==> src/hw/rtl/ccw_pkg.sv <==
package ccw_pkg;

   localparam int OFFSET_BITS_DEFAULT = 24;

   localparam int BYTE_W        = 8;
   localparam int MAX_SIZE_W    = 24;
   localparam int DATA_OFFSET_W = 24;
   localparam int LOAD_ADDR_W   = 24;
   localparam int LENGTH_W      = 16;
   localparam int KIND_W        = 5;
   localparam int BANK_W        = 3;

   localparam logic [MAX_SIZE_W-1:0] MAX_SIZE_RESET = 24'hA0_0000;
   localparam logic [31:0] VALID_TYPE_MASK = 32'h0007_F67E;
   localparam int MIN_SIZE_REJECT = 255;

   // Output queue depth; one input byte yields at most two records.
   localparam int QUEUE_DEPTH = 4;
   localparam int QUEUE_PTR_W = $clog2(QUEUE_DEPTH);

   // Result tdata layout, lowest bit first.
   localparam int RSP_TDATA_W  = 80;
   localparam int ACCEPTED_BIT = 72;

   typedef enum logic [1:0] {
      REC_SECTION = 2'd0,
      REC_INVALID = 2'd1,
      REC_VERDICT = 2'd2
   } rec_kind_type;

   typedef struct packed {
      rec_kind_type               record_kind;
      logic [KIND_W-1:0]          chunk_kind;
      logic [BANK_W-1:0]          bank;
      logic [DATA_OFFSET_W-1:0]   data_offset;
      logic [LENGTH_W-1:0]        data_length;
      logic [LOAD_ADDR_W-1:0]     load_address;
      logic                       accepted;
      logic                       run_end;
   } rec_type;

   // Records produced by one processed byte, in delivery order.
   typedef struct packed {
      logic    push0;
      logic    push1;
      rec_type rec0;
      rec_type rec1;
   } push_type;

   // Load address of a known chunk type; types without a fixed address
   // load at their data offset.
   function automatic logic [LOAD_ADDR_W-1:0] load_address_of(
      input logic [KIND_W-1:0]        kind,
      input logic [DATA_OFFSET_W-1:0] offset
   );
      logic [LOAD_ADDR_W-1:0] addr;
      case (kind)
         5'd1:    addr = 24'h00_4000;
         5'd2:    addr = 24'h00_6000;
         5'd4:    addr = 24'h00_8000;
         5'd6:    addr = 24'h01_4404;
         5'd9:    addr = 24'h01_00E4;
         5'd10:   addr = 24'h00_FFE4;
         5'd12:   addr = 24'h00_3FC0;
         5'd14:   addr = 24'h01_3E64;
         5'd15:   addr = 24'h01_1164;
         default: addr = offset;
      endcase
      return addr;
   endfunction

endpackage

==> src/hw/rtl/ccw_walker.sv <==
module ccw_walker
   import ccw_pkg::*;
#(
   parameter int OFFSET_BITS = OFFSET_BITS_DEFAULT
) (
   input  logic                  clock,
   input  logic                  reset,
   input  logic                  req_tvalid,
   output logic                  req_tready,
   input  logic [BYTE_W-1:0]     req_byte,
   input  logic                  req_last,
   input  logic                  csr_wr_en,
   input  logic [MAX_SIZE_W-1:0] csr_wr_data,
   input  logic                  room,
   output push_type              push
);

   localparam int CMP_W = (OFFSET_BITS > MAX_SIZE_W) ? OFFSET_BITS : MAX_SIZE_W;
   localparam logic [OFFSET_BITS-1:0] COUNT_MAX = '1;

   typedef enum logic [5:0] {
      PH_HEADER   = 6'b000001,
      PH_LEN_LO   = 6'b000010,
      PH_LEN_HI   = 6'b000100,
      PH_RESERVED = 6'b001000,
      PH_DATA     = 6'b010000,
      PH_DEAD     = 6'b100000
   } phase_type;

   logic                    in_valid_ff, in_valid_in;
   logic [BYTE_W-1:0]       in_byte_ff;
   logic                    in_last_ff;
   logic [MAX_SIZE_W-1:0]   max_size_ff, max_size_in;
   phase_type               phase_ff, phase_in;
   logic [OFFSET_BITS-1:0]  byte_count_ff, byte_count_in;
   logic [LENGTH_W-1:0]     skip_left_ff, skip_left_in;
   logic [KIND_W-1:0]       held_kind_ff, held_kind_in;
   logic [BANK_W-1:0]       held_bank_ff, held_bank_in;
   logic [BYTE_W-1:0]       length_low_ff, length_low_in;
   logic                    failed_ff, failed_in;

   logic                    fire;
   logic                    accept;
   logic [OFFSET_BITS:0]    off_sum;
   logic [OFFSET_BITS-1:0]  off_sat;
   logic [DATA_OFFSET_W-1:0] off_out;
   logic [LENGTH_W-1:0]     length_full;
   logic [LENGTH_W-1:0]     skip_dec;
   logic [CMP_W-1:0]        count_cmp;
   logic                    size_ok;
   logic                    verdict_ok;
   rec_type                 chunk_rec;
   logic                    chunk_rec_valid;
   rec_type                 verdict_rec;

   assign fire       = in_valid_ff && room;
   assign req_tready = !in_valid_ff || room;
   assign accept     = req_tvalid && req_tready;

   assign off_sum     = {1'b0, byte_count_ff} + (OFFSET_BITS + 1)'(2);
   assign off_sat     = off_sum[OFFSET_BITS] ? COUNT_MAX : off_sum[OFFSET_BITS-1:0];
   assign off_out     = DATA_OFFSET_W'(off_sat);
   assign length_full = {in_byte_ff, length_low_ff};
   assign skip_dec    = (skip_left_ff != '0) ? skip_left_ff - 1'b1 : skip_left_ff;

   always_comb begin
      in_valid_in   = in_valid_ff;
      max_size_in   = csr_wr_en ? csr_wr_data : max_size_ff;
      phase_in      = phase_ff;
      byte_count_in = byte_count_ff;
      skip_left_in  = skip_left_ff;
      held_kind_in  = held_kind_ff;
      held_bank_in  = held_bank_ff;
      length_low_in = length_low_ff;
      failed_in     = failed_ff;

      chunk_rec       = '0;
      chunk_rec_valid = 1'b0;
      verdict_rec     = '0;
      count_cmp       = '0;
      size_ok         = 1'b0;
      verdict_ok      = 1'b0;

      if (fire) begin
         in_valid_in = 1'b0;
      end
      if (accept) begin
         in_valid_in = 1'b1;
      end

      if (fire) begin
         if (byte_count_ff != COUNT_MAX) begin
            byte_count_in = byte_count_ff + 1'b1;
         end

         case (phase_ff)
            PH_HEADER: begin
               held_kind_in = in_byte_ff[KIND_W-1:0];
               held_bank_in = in_byte_ff[BYTE_W-1:KIND_W];
               phase_in     = PH_LEN_LO;
            end
            PH_LEN_LO: begin
               length_low_in = in_byte_ff;
               phase_in      = PH_LEN_HI;
            end
            PH_LEN_HI: begin
               chunk_rec_valid          = 1'b1;
               chunk_rec.chunk_kind     = held_kind_ff;
               chunk_rec.bank           = held_bank_ff;
               chunk_rec.data_offset    = off_out;
               chunk_rec.data_length    = length_full;
               if (VALID_TYPE_MASK[held_kind_ff]) begin
                  chunk_rec.record_kind  = REC_SECTION;
                  chunk_rec.load_address = load_address_of(held_kind_ff, off_out);
                  skip_left_in           = length_full;
                  phase_in               = PH_RESERVED;
               end else begin
                  chunk_rec.record_kind = REC_INVALID;
                  failed_in             = 1'b1;
                  phase_in              = PH_DEAD;
               end
            end
            PH_RESERVED: begin
               phase_in = (skip_left_ff == '0) ? PH_HEADER : PH_DATA;
            end
            PH_DATA: begin
               skip_left_in = skip_dec;
               if (skip_dec == '0) begin
                  phase_in = PH_HEADER;
               end
            end
            default: begin
               phase_in = PH_DEAD;
            end
         endcase

         if (in_last_ff) begin
            // The verdict sees the count and phase after this byte.
            count_cmp  = CMP_W'(byte_count_in);
            size_ok    = (count_cmp > CMP_W'(MIN_SIZE_REJECT)) &&
                         (count_cmp <= CMP_W'(max_size_ff));
            verdict_ok = size_ok && (phase_in != PH_LEN_LO) &&
                         (phase_in != PH_LEN_HI) && !failed_in;
            verdict_rec.record_kind = REC_VERDICT;
            verdict_rec.accepted    = verdict_ok;
            verdict_rec.run_end     = 1'b1;

            phase_in      = PH_HEADER;
            byte_count_in = '0;
            skip_left_in  = '0;
            held_kind_in  = '0;
            held_bank_in  = '0;
            length_low_in = '0;
            failed_in     = 1'b0;
         end else begin
            chunk_rec.run_end = 1'b1;
         end
      end
   end

   always_comb begin
      push = '0;
      if (chunk_rec_valid) begin
         push.push0 = 1'b1;
         push.rec0  = chunk_rec;
         push.push1 = fire && in_last_ff;
         push.rec1  = verdict_rec;
      end else if (fire && in_last_ff) begin
         push.push0 = 1'b1;
         push.rec0  = verdict_rec;
      end
   end

   always_ff @(posedge clock) begin
      if (reset) begin
         in_valid_ff   <= 1'b0;
         max_size_ff   <= MAX_SIZE_RESET;
         phase_ff      <= PH_HEADER;
         byte_count_ff <= '0;
         skip_left_ff  <= '0;
         held_kind_ff  <= '0;
         held_bank_ff  <= '0;
         length_low_ff <= '0;
         failed_ff     <= 1'b0;
      end else begin
         in_valid_ff   <= in_valid_in;
         max_size_ff   <= max_size_in;
         phase_ff      <= phase_in;
         byte_count_ff <= byte_count_in;
         skip_left_ff  <= skip_left_in;
         held_kind_ff  <= held_kind_in;
         held_bank_ff  <= held_bank_in;
         length_low_ff <= length_low_in;
         failed_ff     <= failed_in;
      end
   end

   always_ff @(posedge clock) begin
      if (accept) begin
         in_byte_ff <= req_byte;
         in_last_ff <= req_last;
      end
   end

endmodule

==> src/hw/rtl/ccw_out_queue.sv <==
module ccw_out_queue
   import ccw_pkg::*;
(
   input  logic     clock,
   input  logic     reset,
   input  push_type push,
   output logic     room,
   output logic     rsp_valid,
   input  logic     rsp_ready,
   output rec_type  rsp_rec
);

   logic [QUEUE_PTR_W-1:0] wr_ptr_ff, wr_ptr_in;
   logic [QUEUE_PTR_W-1:0] rd_ptr_ff, rd_ptr_in;
   logic [QUEUE_PTR_W:0]   count_ff, count_in;
   logic [QUEUE_PTR_W-1:0] wr_ptr_next;
   logic [QUEUE_PTR_W:0]   push_count;
   logic                   pop;
   rec_type                entry_ff [QUEUE_DEPTH];

   // Room is judged on the current fill so a byte with two records always fits.
   assign room        = count_ff <= (QUEUE_PTR_W + 1)'(QUEUE_DEPTH - 2);
   assign rsp_valid   = count_ff != '0;
   assign rsp_rec     = entry_ff[rd_ptr_ff];
   assign pop         = rsp_valid && rsp_ready;
   assign wr_ptr_next = wr_ptr_ff + 1'b1;
   assign push_count  = (QUEUE_PTR_W + 1)'(push.push0) + (QUEUE_PTR_W + 1)'(push.push1);

   always_comb begin
      wr_ptr_in = wr_ptr_ff + QUEUE_PTR_W'(push_count);
      rd_ptr_in = pop ? rd_ptr_ff + 1'b1 : rd_ptr_ff;
      count_in  = count_ff + push_count - (QUEUE_PTR_W + 1)'(pop);
   end

   always_ff @(posedge clock) begin
      if (reset) begin
         wr_ptr_ff <= '0;
         rd_ptr_ff <= '0;
         count_ff  <= '0;
      end else begin
         wr_ptr_ff <= wr_ptr_in;
         rd_ptr_ff <= rd_ptr_in;
         count_ff  <= count_in;
      end
   end

   always_ff @(posedge clock) begin
      if (push.push0) begin
         entry_ff[wr_ptr_ff] <= push.rec0;
      end
      if (push.push1) begin
         entry_ff[wr_ptr_next] <= push.rec1;
      end
   end

endmodule

==> src/hw/rtl/cartridge_chunk_walker.sv <==
// Cartridge chunk walker. Feed the cartridge image one byte per request on the
// req_ channel, with req_tlast high on its last byte. Each chunk is a header
// byte (bank in bits 7..5, type in bits 4..0), a little-endian 16-bit length,
// a reserved byte and that many data bytes, which are skipped. When the length
// high byte arrives the block returns a section record (known type, with its
// data offset, length and load address) or an invalid-chunk record (unknown
// type, after which the rest of the image is only counted). The last byte adds
// a verdict record; rsp_tlast marks the last record caused by one byte. The
// byte counter saturates at 2^OFFSET_BITS-1. The block takes one byte per
// clock cycle while the queue has room: the request enters an input register,
// the chunk state and records are formed combinationally behind it, and
// records leave through a four-entry queue at one per cycle while rsp_tready
// is high. A record passes the input register and a queue entry before it
// shows on rsp_; a byte with two records (a section and the verdict) writes
// both into the queue together. The user must write max_size through csr_wr_en
// / csr_wr_data only while the block is idle; the block does not enforce this.
module cartridge_chunk_walker
   import ccw_pkg::*;
#(
   parameter int OFFSET_BITS = OFFSET_BITS_DEFAULT
) (
   input  logic                   clock,
   input  logic                   reset,

   // Request channel: one image byte.
   input  logic                   req_tvalid,
   output logic                   req_tready,
   input  logic [7:0]             req_tdata,   // [7:0] data_byte
   input  logic                   req_tlast,   // final_byte

   // Result channel: one record.
   output logic                   rsp_tvalid,
   input  logic                   rsp_tready,
   // [4:0] chunk_kind, [7:5] bank, [31:8] data_offset, [47:32] data_length,
   // [71:48] load_address, [72] accepted, [79:73] zero
   output logic [RSP_TDATA_W-1:0] rsp_tdata,
   output logic [1:0]             rsp_tuser,   // [1:0] record_kind
   output logic                   rsp_tlast,   // run_end

   // Configuration: max_size.
   input  logic                   csr_wr_en,
   input  logic [MAX_SIZE_W-1:0]  csr_wr_data
);

   push_type push;
   logic     room;
   rec_type  rsp_rec;

   // Chunk state machine behind the input register.
   ccw_walker #(
      .OFFSET_BITS (OFFSET_BITS)
   ) u_walker (
      .clock       (clock),
      .reset       (reset),
      .req_tvalid  (req_tvalid),
      .req_tready  (req_tready),
      .req_byte    (req_tdata),
      .req_last    (req_tlast),
      .csr_wr_en   (csr_wr_en),
      .csr_wr_data (csr_wr_data),
      .room        (room),
      .push        (push)
   );

   // Result queue; its head register drives the result channel directly.
   ccw_out_queue u_queue (
      .clock     (clock),
      .reset     (reset),
      .push      (push),
      .room      (room),
      .rsp_valid (rsp_tvalid),
      .rsp_ready (rsp_tready),
      .rsp_rec   (rsp_rec)
   );

   assign rsp_tdata = {7'b0, rsp_rec.accepted, rsp_rec.load_address,
                       rsp_rec.data_length, rsp_rec.data_offset,
                       rsp_rec.bank, rsp_rec.chunk_kind};
   assign rsp_tuser = rsp_rec.record_kind;
   assign rsp_tlast = rsp_rec.run_end;

endmodule

==> config.mk <==
export PLATFORM = sky130hd
export DESIGN_NAME = cartridge_chunk_walker
export DESIGN_NICKNAME = d
export VERILOG_FILES = /design/src/hw/rtl/ccw_pkg.sv /design/src/hw/rtl/ccw_walker.sv /design/src/hw/rtl/ccw_out_queue.sv /design/src/hw/rtl/cartridge_chunk_walker.sv
export SDC_FILE = /design/constraint.sdc
export NUM_CORES = 1
export LEC_CHECK = 0
export BUFFER_PORTS_ARGS = -buffer_cell sky130_fd_sc_hd__buf_2
export CELL_PAD_IN_SITES_DETAIL_PLACEMENT = 1
export CELL_PAD_IN_SITES_GLOBAL_PLACEMENT = 1
export CORE_MARGIN = 3
export CORE_UTILIZATION = 25
export DETAILED_ROUTE_END_ITERATION = 6
export GPL_ROUTABILITY_DRIVEN = 0
export PLACE_DENSITY_LB_ADDON = 0.1
export SYNTH_ARGS = -nofsm -noshare
export SYNTH_HDL_FRONTEND = slang
export SYNTH_SLANG_ARGS = --single-unit
==> constraint.sdc <==
create_clock -name clock -period 3.6 [get_ports clock]
set_clock_uncertainty 0.1 [all_clocks]
set_input_delay 0.54 -clock clock [delete_from_list [all_inputs] [get_ports clock]]
set_output_delay 0.54 -clock clock [all_outputs]
set_load 0.05 [all_outputs]
---- Word level (Yosys, flattened, before mapping) ----
Memory sizes are Yosys's and may differ from the RTL's. A register that Yosys moved wholly into a read port is not among the register bits.
Cells that the tools add are included.
operators by class
  reductions and logical operators ........ 22
  equal/unequal tests ..................... 18
  order comparisons ....................... 4
  mux-type cells .......................... 54
  $add $sub $neg .......................... 9
operator list
  cell                                                 count
  2-to-1 mux 76 bit                                    3
  case mux 24 bit (9 select lines)                     1
  2-to-1 mux 74 bit                                    2
  2-to-1 mux 24 bit                                    5
  2-to-1 mux 16 bit                                    3
  zero test 16 bit                                     2
  case mux 16 bit (2 select lines)                     1
  case mux 6 bit (5 select lines)                      1
  adder 24 x 2 -> 25 bit, second input constant        1
  equality test 5 x 4 -> 1 bit, second input constant  5
  2-to-1 mux 5 bit                                     5
  adder 24 x 1 -> 24 bit, second input constant        1
  > comparator 24 x 8 -> 1 bit, second input constant  1
  <= comparator 24 bit                                 1
  2-to-1 mux 6 bit                                     4
  inequality test 24 bit, second input constant        1
  2-to-1 mux 1 bit                                     19
  2-to-1 mux 8 bit                                     2
  nonzero test 16 bit                                  1
  subtractor 16 x 1 -> 16 bit, second input constant   1
  2-to-1 mux 2 bit                                     6
  equality test 5 x 3 -> 1 bit, second input constant  2
  logical AND 1 bit                                    8
  equality test 6 x 1 -> 1 bit, second input constant  1
  other kinds (23)                                     30
word-level totals
  memories ................................ 2
  RAM bits ................................ 304
  flip-flop bits (word level) ............. 104
  output and inout bits ................... 85
  bits of input ports ..................... 38
  bits in read-only memories .............. 32
  logic and storage cells ................. 123
memory list
  memory            depth  width  read ports  clocked after memory_dff  wr ports  line                 RTL
  u_queue.entry_ff  4      76     1           1                         2         ccw_out_queue.sv:19  rec_type entry_ff [QUEUE_DEPTH];
  (no name shown)   32     1      1           1                         0         ccw_walker.sv:112    if (VALID_TYPE_MASK[held_kind_ff]) begin

---- Longest topological paths before layout ----
  word-level depth ........................ 14
  depth in mapped cells ................... 14
  gate-level depth less buffers ........... 14

---- Hierarchy ----
From an unflattened synthesis, not the netlist that was laid out.
second synthesis, totals
  cells, all modules ...................... 1799
  area total of the unflattened synthesis .. 22719.3 µm²
modules (own cells, without submodules)
  module                  area each (µm²)  instances  cells each
  ccw_out_queue           15070.7          1          785
  ccw_walker              7592.3           1          1006
  cartridge_chunk_walker  56.3             1          8

---- Least setup slack after synthesis ----
Ideal clock, no wire load.
  kind .................................... register -> register
  from .................................... register u_walker.byte_count_ff[1]
  to ...................................... memory u_queue.entry_ff[1][1] (netlist name), data pin
  required time ........................... 3.366 ns
  buffers on the path ..................... 0
  arrival ................................. 3.166 ns
  slack ................................... 0.200 ns
  stages on the path, launching flop included .. 15
  cell sequence ........................... dfxtp_1 -> ha_1 -> nand3_1 -> nor3_1 -> a21oi_1 -> nand2_1 -> xnor2_1 -> ha_1 -> a21oi_1 -> nor2b_1 -> o21ai_0 -> a21oi_1 -> o41a_1 -> o21ai_0 -> and4_1
RTL lines
  what                      line                 RTL
  start: declaration        ccw_walker.sv:35     logic [OFFSET_BITS-1:0] byte_count_ff, byte_count_in;
  start signal: assignment  ccw_walker.sv:189    byte_count_ff <= byte_count_in;
  end: declaration          ccw_out_queue.sv:19

==> metrics.json <==
{
  "multiInputGateArea": {"value": 0.00922, "unit": "mm^2"},
  "diodes": {"value": 0},
  "yosys-top-cells-count": {"value": "sky130_fd_sc_hd__dfxtp_1, sky130_fd_sc_hd__a22o_1, sky130_fd_sc_hd__nor2_1, sky130_fd_sc_hd__nand2_1, sky130_fd_sc_hd__clkbuf_1"},
  "ys_dominant_reg_cell": {"value": "sky130_fd_sc_hd__dfxtp_1"},
  "worstPathMaxFanout": {"value": 7},
  "timing.max_slew.rel_slack": {"value": 43.9, "unit": "%"},
  "cts_htree_levels": {"value": 2},
  "synth.top_cells.by_area": {"value": "sky130_fd_sc_hd__dfxtp_1, sky130_fd_sc_hd__a22o_1, sky130_fd_sc_hd__mux4_2"},
  "drt.antenna.violating_nets": {"value": 0},
  "run_status": {"value": "finished, final reports clean"},
  "io-pin-count": {"value": 123},
  "whs_endpoint": {"value": "u_walker.max_size_ff[23]$_SDFFE_PP1P_"},
  "pwr-share-comb": {"value": 11.5, "unit": "%"},
  "worstPathRequired": {"value": 3840, "unit": "ps"},
  "dieWidth": {"value": 276, "unit": "um"},
  "synth_top_area_share": {"value": 42.9, "unit": "%"},
  "maxClockFrequency": {"value": 0.294, "unit": "GHz"},
  "crit_type": {"value": "flip-flop to flip-flop"},
  "p_int": {"value": 8.05, "unit": "mW"},
  "seq_power_share": {"value": 43.2, "unit": "%"},
  "max_slew.worst_pin.slew": {"value": 842, "unit": "ps"},
  "net-switching-power": {"value": 3.01, "unit": "mW"},
  "cell_count_after_placement": {"value": 2798},
  "critPathLaunchType": {"value": "flip-flop"},
  "grt_pass1_vias": {"value": 15650},
  "fraction_of_layout_cells_with_a_size_suffix_above_1": {"value": 22.5, "unit": "%"},
  "final_count_of_negative_setup_slack_endpoints": {"value": 0},
  "end_kind": {"value": "flip-flop"},
  "grt_max_degree": {"value": 66},
  "synth-async-reset-ratio": {"value": 0, "unit": "%"},
  "hp-class": {"value": "input port to flip-flop"},
  "rows": {"value": 98},
  "max_stage_delay": {"value": 670, "unit": "ps"},
  "synth_area_leader_cell": {"value": "sky130_fd_sc_hd__dfxtp_1"},
  "crit_path_cell_trace": {"value": "nand4_4, or4_1, nor4_4, xor2_2, ha_1, nand4_1, nor3_2, buf_4, o41a_1, o21ai_2, buf_4, and4_1"},
  "final-hold-violation-count": {"value": 0},
  "synthesis.area_per_instance": {"value": 10.3, "unit": "um^2"},
  "final-instance-count-excl-fill": {"value": 2898},
  "final-max-slew-violation-count": {"value": 0},
  "ctsLongestPathBuffers": {"value": 3},
  "first_pass_iters": {"value": 4},
  "grt_first_pass_wirelength": {"value": 102000, "unit": "um"},
  "die_h": {"value": 276, "unit": "um"},
  "die_area": {"value": 0.0760, "unit": "mm^2"},
  "number_of_antenna_violations_at_the_first_check_in_global_routing": {"value": 0},
  "crit-reg2reg-launch": {"value": "u_walker.byte_count_ff[9]$_SDFFE_PP0P_"},
  "postSynthCellCount": {"value": 1763},
  "root_buffer": {"value": "sky130_fd_sc_hd__clkbuf_16"},
  "timing.critical_path.slowest_stage_cell": {"value": "sky130_fd_sc_hd__or4_1"},
  "post_layout_minimum_cycle_time": {"value": 3400, "unit": "ps"},
  "route.vias.total": {"value": 14651},
  "path_common_cell": {"value": "sky130_fd_sc_hd__buf_4"},
  "port_buffers": {"value": 115},
  "numCtsBuffers": {"value": 50},
  "dpl_worst_slack": {"value": -104, "unit": "ps"},
  "detail_route.drc_violations": {"value": 0},
  "syn_area": {"value": 0.0182, "unit": "mm^2"},
  "design.final.nets": {"value": 1988},
  "cts.sink_count": {"value": 411},
  "rr_endpoint": {"value": "u_queue.entry_ff[2][1]$_DFFE_PP_"},
  "max_cap_viols": {"value": 0},
  "cp.buffers_inverters": {"value": 2},
  "switch_share": {"value": 27.2, "unit": "%"},
  "yosysWarnings": {"value": 0},
  "power_per_cell_area": {"value": 496, "unit": "mW/mm^2"},
  "post-dp-hpwl": {"value": 45900, "unit": "um"},
  "rr_worst_depth": {"value": 12},
  "static-leakage-power": {"value": 8.62, "unit": "nW"},
  "final_core_area_utilization": {"value": 31.1, "unit": "%"},
  "final_min_period_over_clock_period": {"value": 94.3, "unit": "%"},
  "grt_usage": {"value": 17.6, "unit": "%"},
  "critical_path_arrival": {"value": 3640, "unit": "ps"},
  "timing.reg2reg.setup_slack": {"value": 200, "unit": "ps"},
  "totalPowerFinal": {"value": 11.1, "unit": "mW"},
  "area_delta_synth_final": {"value": 22.7, "unit": "%"},
  "detail_route.vias_per_cell": {"value": 5.06},
  "yosysMostFrequentCell": {"value": "sky130_fd_sc_hd__dfxtp_1"},
  "core_area": {"value": 0.0717, "unit": "mm^2"},
  "crit_family": {"value": "simple AND/OR/NAND/NOR gates"},
  "synthDistinctLibCells": {"value": 67},
  "post_drt_wl_per_cell": {"value": 23.4, "unit": "um"},
  "synth_enable_flop_cells": {"value": 21},
  "clk_lat_worst_skew": {"value": 610, "unit": "ps"},
  "cts_tree": {"value": "done"},
  "clk_pin_slew": {"value": 50, "unit": "ps"},
  "starting_utilization_of_the_core_area": {"value": 25.4, "unit": "%"},
  "worst_supply_voltage_drop_on_vdd": {"value": 0.341, "unit": "mV"},
  "totalWireLength": {"value": 67900, "unit": "um"},
  "fin_ws": {"value": 204, "unit": "ps"},
  "hold-path-cell-count": {"value": 3},
  "post_synthesis_sequential_area_ratio": {"value": 46.4, "unit": "%"},
  "overflow": {"value": 0},
  "hold_path.startpoint": {"value": "csr_wr_data[23]"},
  "final.fill_count": {"value": 8010},
  "ys_seq_elements": {"value": 411},
  "register_area": {"value": 0.00845, "unit": "mm^2"},
  "power.share.clock": {"value": 45.3, "unit": "%"},
  "drt_iter0_drc": {"value": 658}
}
[cells by family after synthesis]
family / after synthesis / share of synthesized area [%]
other: 1 / 0.0206
multiplexers: 108 / 11.2
AND/OR/NAND/NOR: 426 / 11.1
XOR/XNOR: 58 / 2.79
buffers and inverters: 193 / 4.22
AO/OA/AOI/OAI: 527 / 21.5
flip-flops: 411 / 46.4
adder cells (fa/ha/maj): 39 / 2.71
[routing by layer]
layer	GRT usage (%)	up-vias	wire length [um]
li1	-	6838	-
met1	24.1	7511	32600
met2	29.7	229	32100
met3	2.23	73	2120
met4	3.84	0	1160
met5	0	-	0
[cell type report]
| type | instances | area share, % |
|---|---|---|
| flip-flops and latches | 411 | 37.9 |
| repair buffers | 235 | 7.37 |
| well taps | 950 | 5.33 |
| clock buffers | 72 | 6.30 |
| clock inverters | 16 | 0.948 |
| multi-input cells | 1165 | 41.3 |
| inverters | 49 | 0.825 |
[layout by cell type (no fill, tap or decap), types with 16 or more instances in the layout]
master / count
sky130_fd_sc_hd__dfxtp_1: 385
sky130_fd_sc_hd__a22o_1: 249
sky130_fd_sc_hd__nor2_1: 140
sky130_fd_sc_hd__nand2_1: 121
sky130_fd_sc_hd__buf_2: 114
sky130_fd_sc_hd__buf_4: 100
sky130_fd_sc_hd__o21ai_0: 94
sky130_fd_sc_hd__mux4_2: 76
sky130_fd_sc_hd__a21oi_1: 60
sky130_fd_sc_hd__clkbuf_16: 51
sky130_fd_sc_hd__inv_1: 48
sky130_fd_sc_hd__a22oi_1: 42
sky130_fd_sc_hd__ha_1: 37
sky130_fd_sc_hd__xnor2_1: 35
sky130_fd_sc_hd__mux2i_1: 28
sky130_fd_sc_hd__nand3_1: 26
sky130_fd_sc_hd__edfxtp_1: 21
sky130_fd_sc_hd__nor3_1: 19
sky130_fd_sc_hd__xor2_1: 17
sky130_fd_sc_hd__clkbuf_1: 16
[power by group through the flow]
stage	Clock [mW]	Combinational (mW)	Sequential (mW)
6_report	5.01	1.27	4.78
5_1_grt	5.35	1.38	4.79
4_1_cts	5.18	1.30	4.78
3_5_place_dp	0	1.29	4.88
3_3_place_gp	0	1.29	4.88
2_1_floorplan	0	0.883	4.80
[metrics by stage]
step	instance area (um^2)	hold slack, ps	setup TNS [ps]
2_1_floorplan	18200	320	0
3_3_place_gp	20400	332	-184
3_5_place_dp	20400	343	-400
4_1_cts	22100	21.5	0
5_1_grt	22300	71.0	-13.1
6_report	22300	67.0	0
[state kept, by name, summed over array words and instances (netlist names), named ones only]
register	flops
u_walker.failed_ff	1
u_walker.held_bank_ff	3
u_walker.length_low_ff	8
u_walker.in_valid_ff	1
u_walker.byte_count_ff	24
u_queue.entry_ff	304
u_walker.max_size_ff	24
u_walker.held_kind_ff	5
u_queue.wr_ptr_ff	2
u_queue.rd_ptr_ff	2
u_queue.count_ff	3
u_walker.skip_left_ff	16
u_walker.in_last_ff	1
u_walker.in_byte_ff	8
u_walker.phase_ff	6
[how the worst max path moves through the flow]
stage / from / to / depth (start not counted)
final: u_walker.byte_count_ff[9]$_SDFFE_PP0P_ / u_queue.entry_ff[2][1]$_DFFE_PP_ / 12
after detailed placement: u_walker.byte_count_ff[1]$_SDFFE_PP0P_ / u_queue.entry_ff[0][1]$_DFFE_PP_ / 16
after floorplan: u_walker.byte_count_ff[1]$_SDFFE_PP0P_ / u_queue.entry_ff[1][1]$_DFFE_PP_ / 14
after global routing: u_walker.byte_count_ff[1]$_SDFFE_PP0P_ / u_queue.entry_ff[3][1]$_DFFE_PP_ / 16
after global placement: u_walker.byte_count_ff[1]$_SDFFE_PP0P_ / u_queue.entry_ff[0][1]$_DFFE_PP_ / 16
after CTS: u_walker.byte_count_ff[4]$_SDFFE_PP0P_ / u_queue.entry_ff[0][1]$_DFFE_PP_ / 13
[worst reg2reg max path, cell delays in order (launching register included)]
cell,delay [ps]
sky130_fd_sc_hd__dfxtp_1,380
sky130_fd_sc_hd__nand4_4,210
sky130_fd_sc_hd__or4_1,670
sky130_fd_sc_hd__nor4_4,330
sky130_fd_sc_hd__xor2_2,160
sky130_fd_sc_hd__ha_1,310
sky130_fd_sc_hd__nand4_1,140
sky130_fd_sc_hd__nor3_2,200
sky130_fd_sc_hd__buf_4,150
sky130_fd_sc_hd__o41a_1,140
sky130_fd_sc_hd__o21ai_2,60
sky130_fd_sc_hd__buf_4,150
sky130_fd_sc_hd__and4_1,150
[repair_timing]
action / 4_1_cts / 5_1_grt
hold endpoints to repair: 9 / 0
hold buffers: 9 / 0
gates resized for setup: 7 / 33
endpoints found under the setup margin: 4 / 4
setup buffers: 0 / 3
cloned: 0 / 0
pin swaps: 1 / 10
No activity file was read; power rests on OpenSTA's default activity.
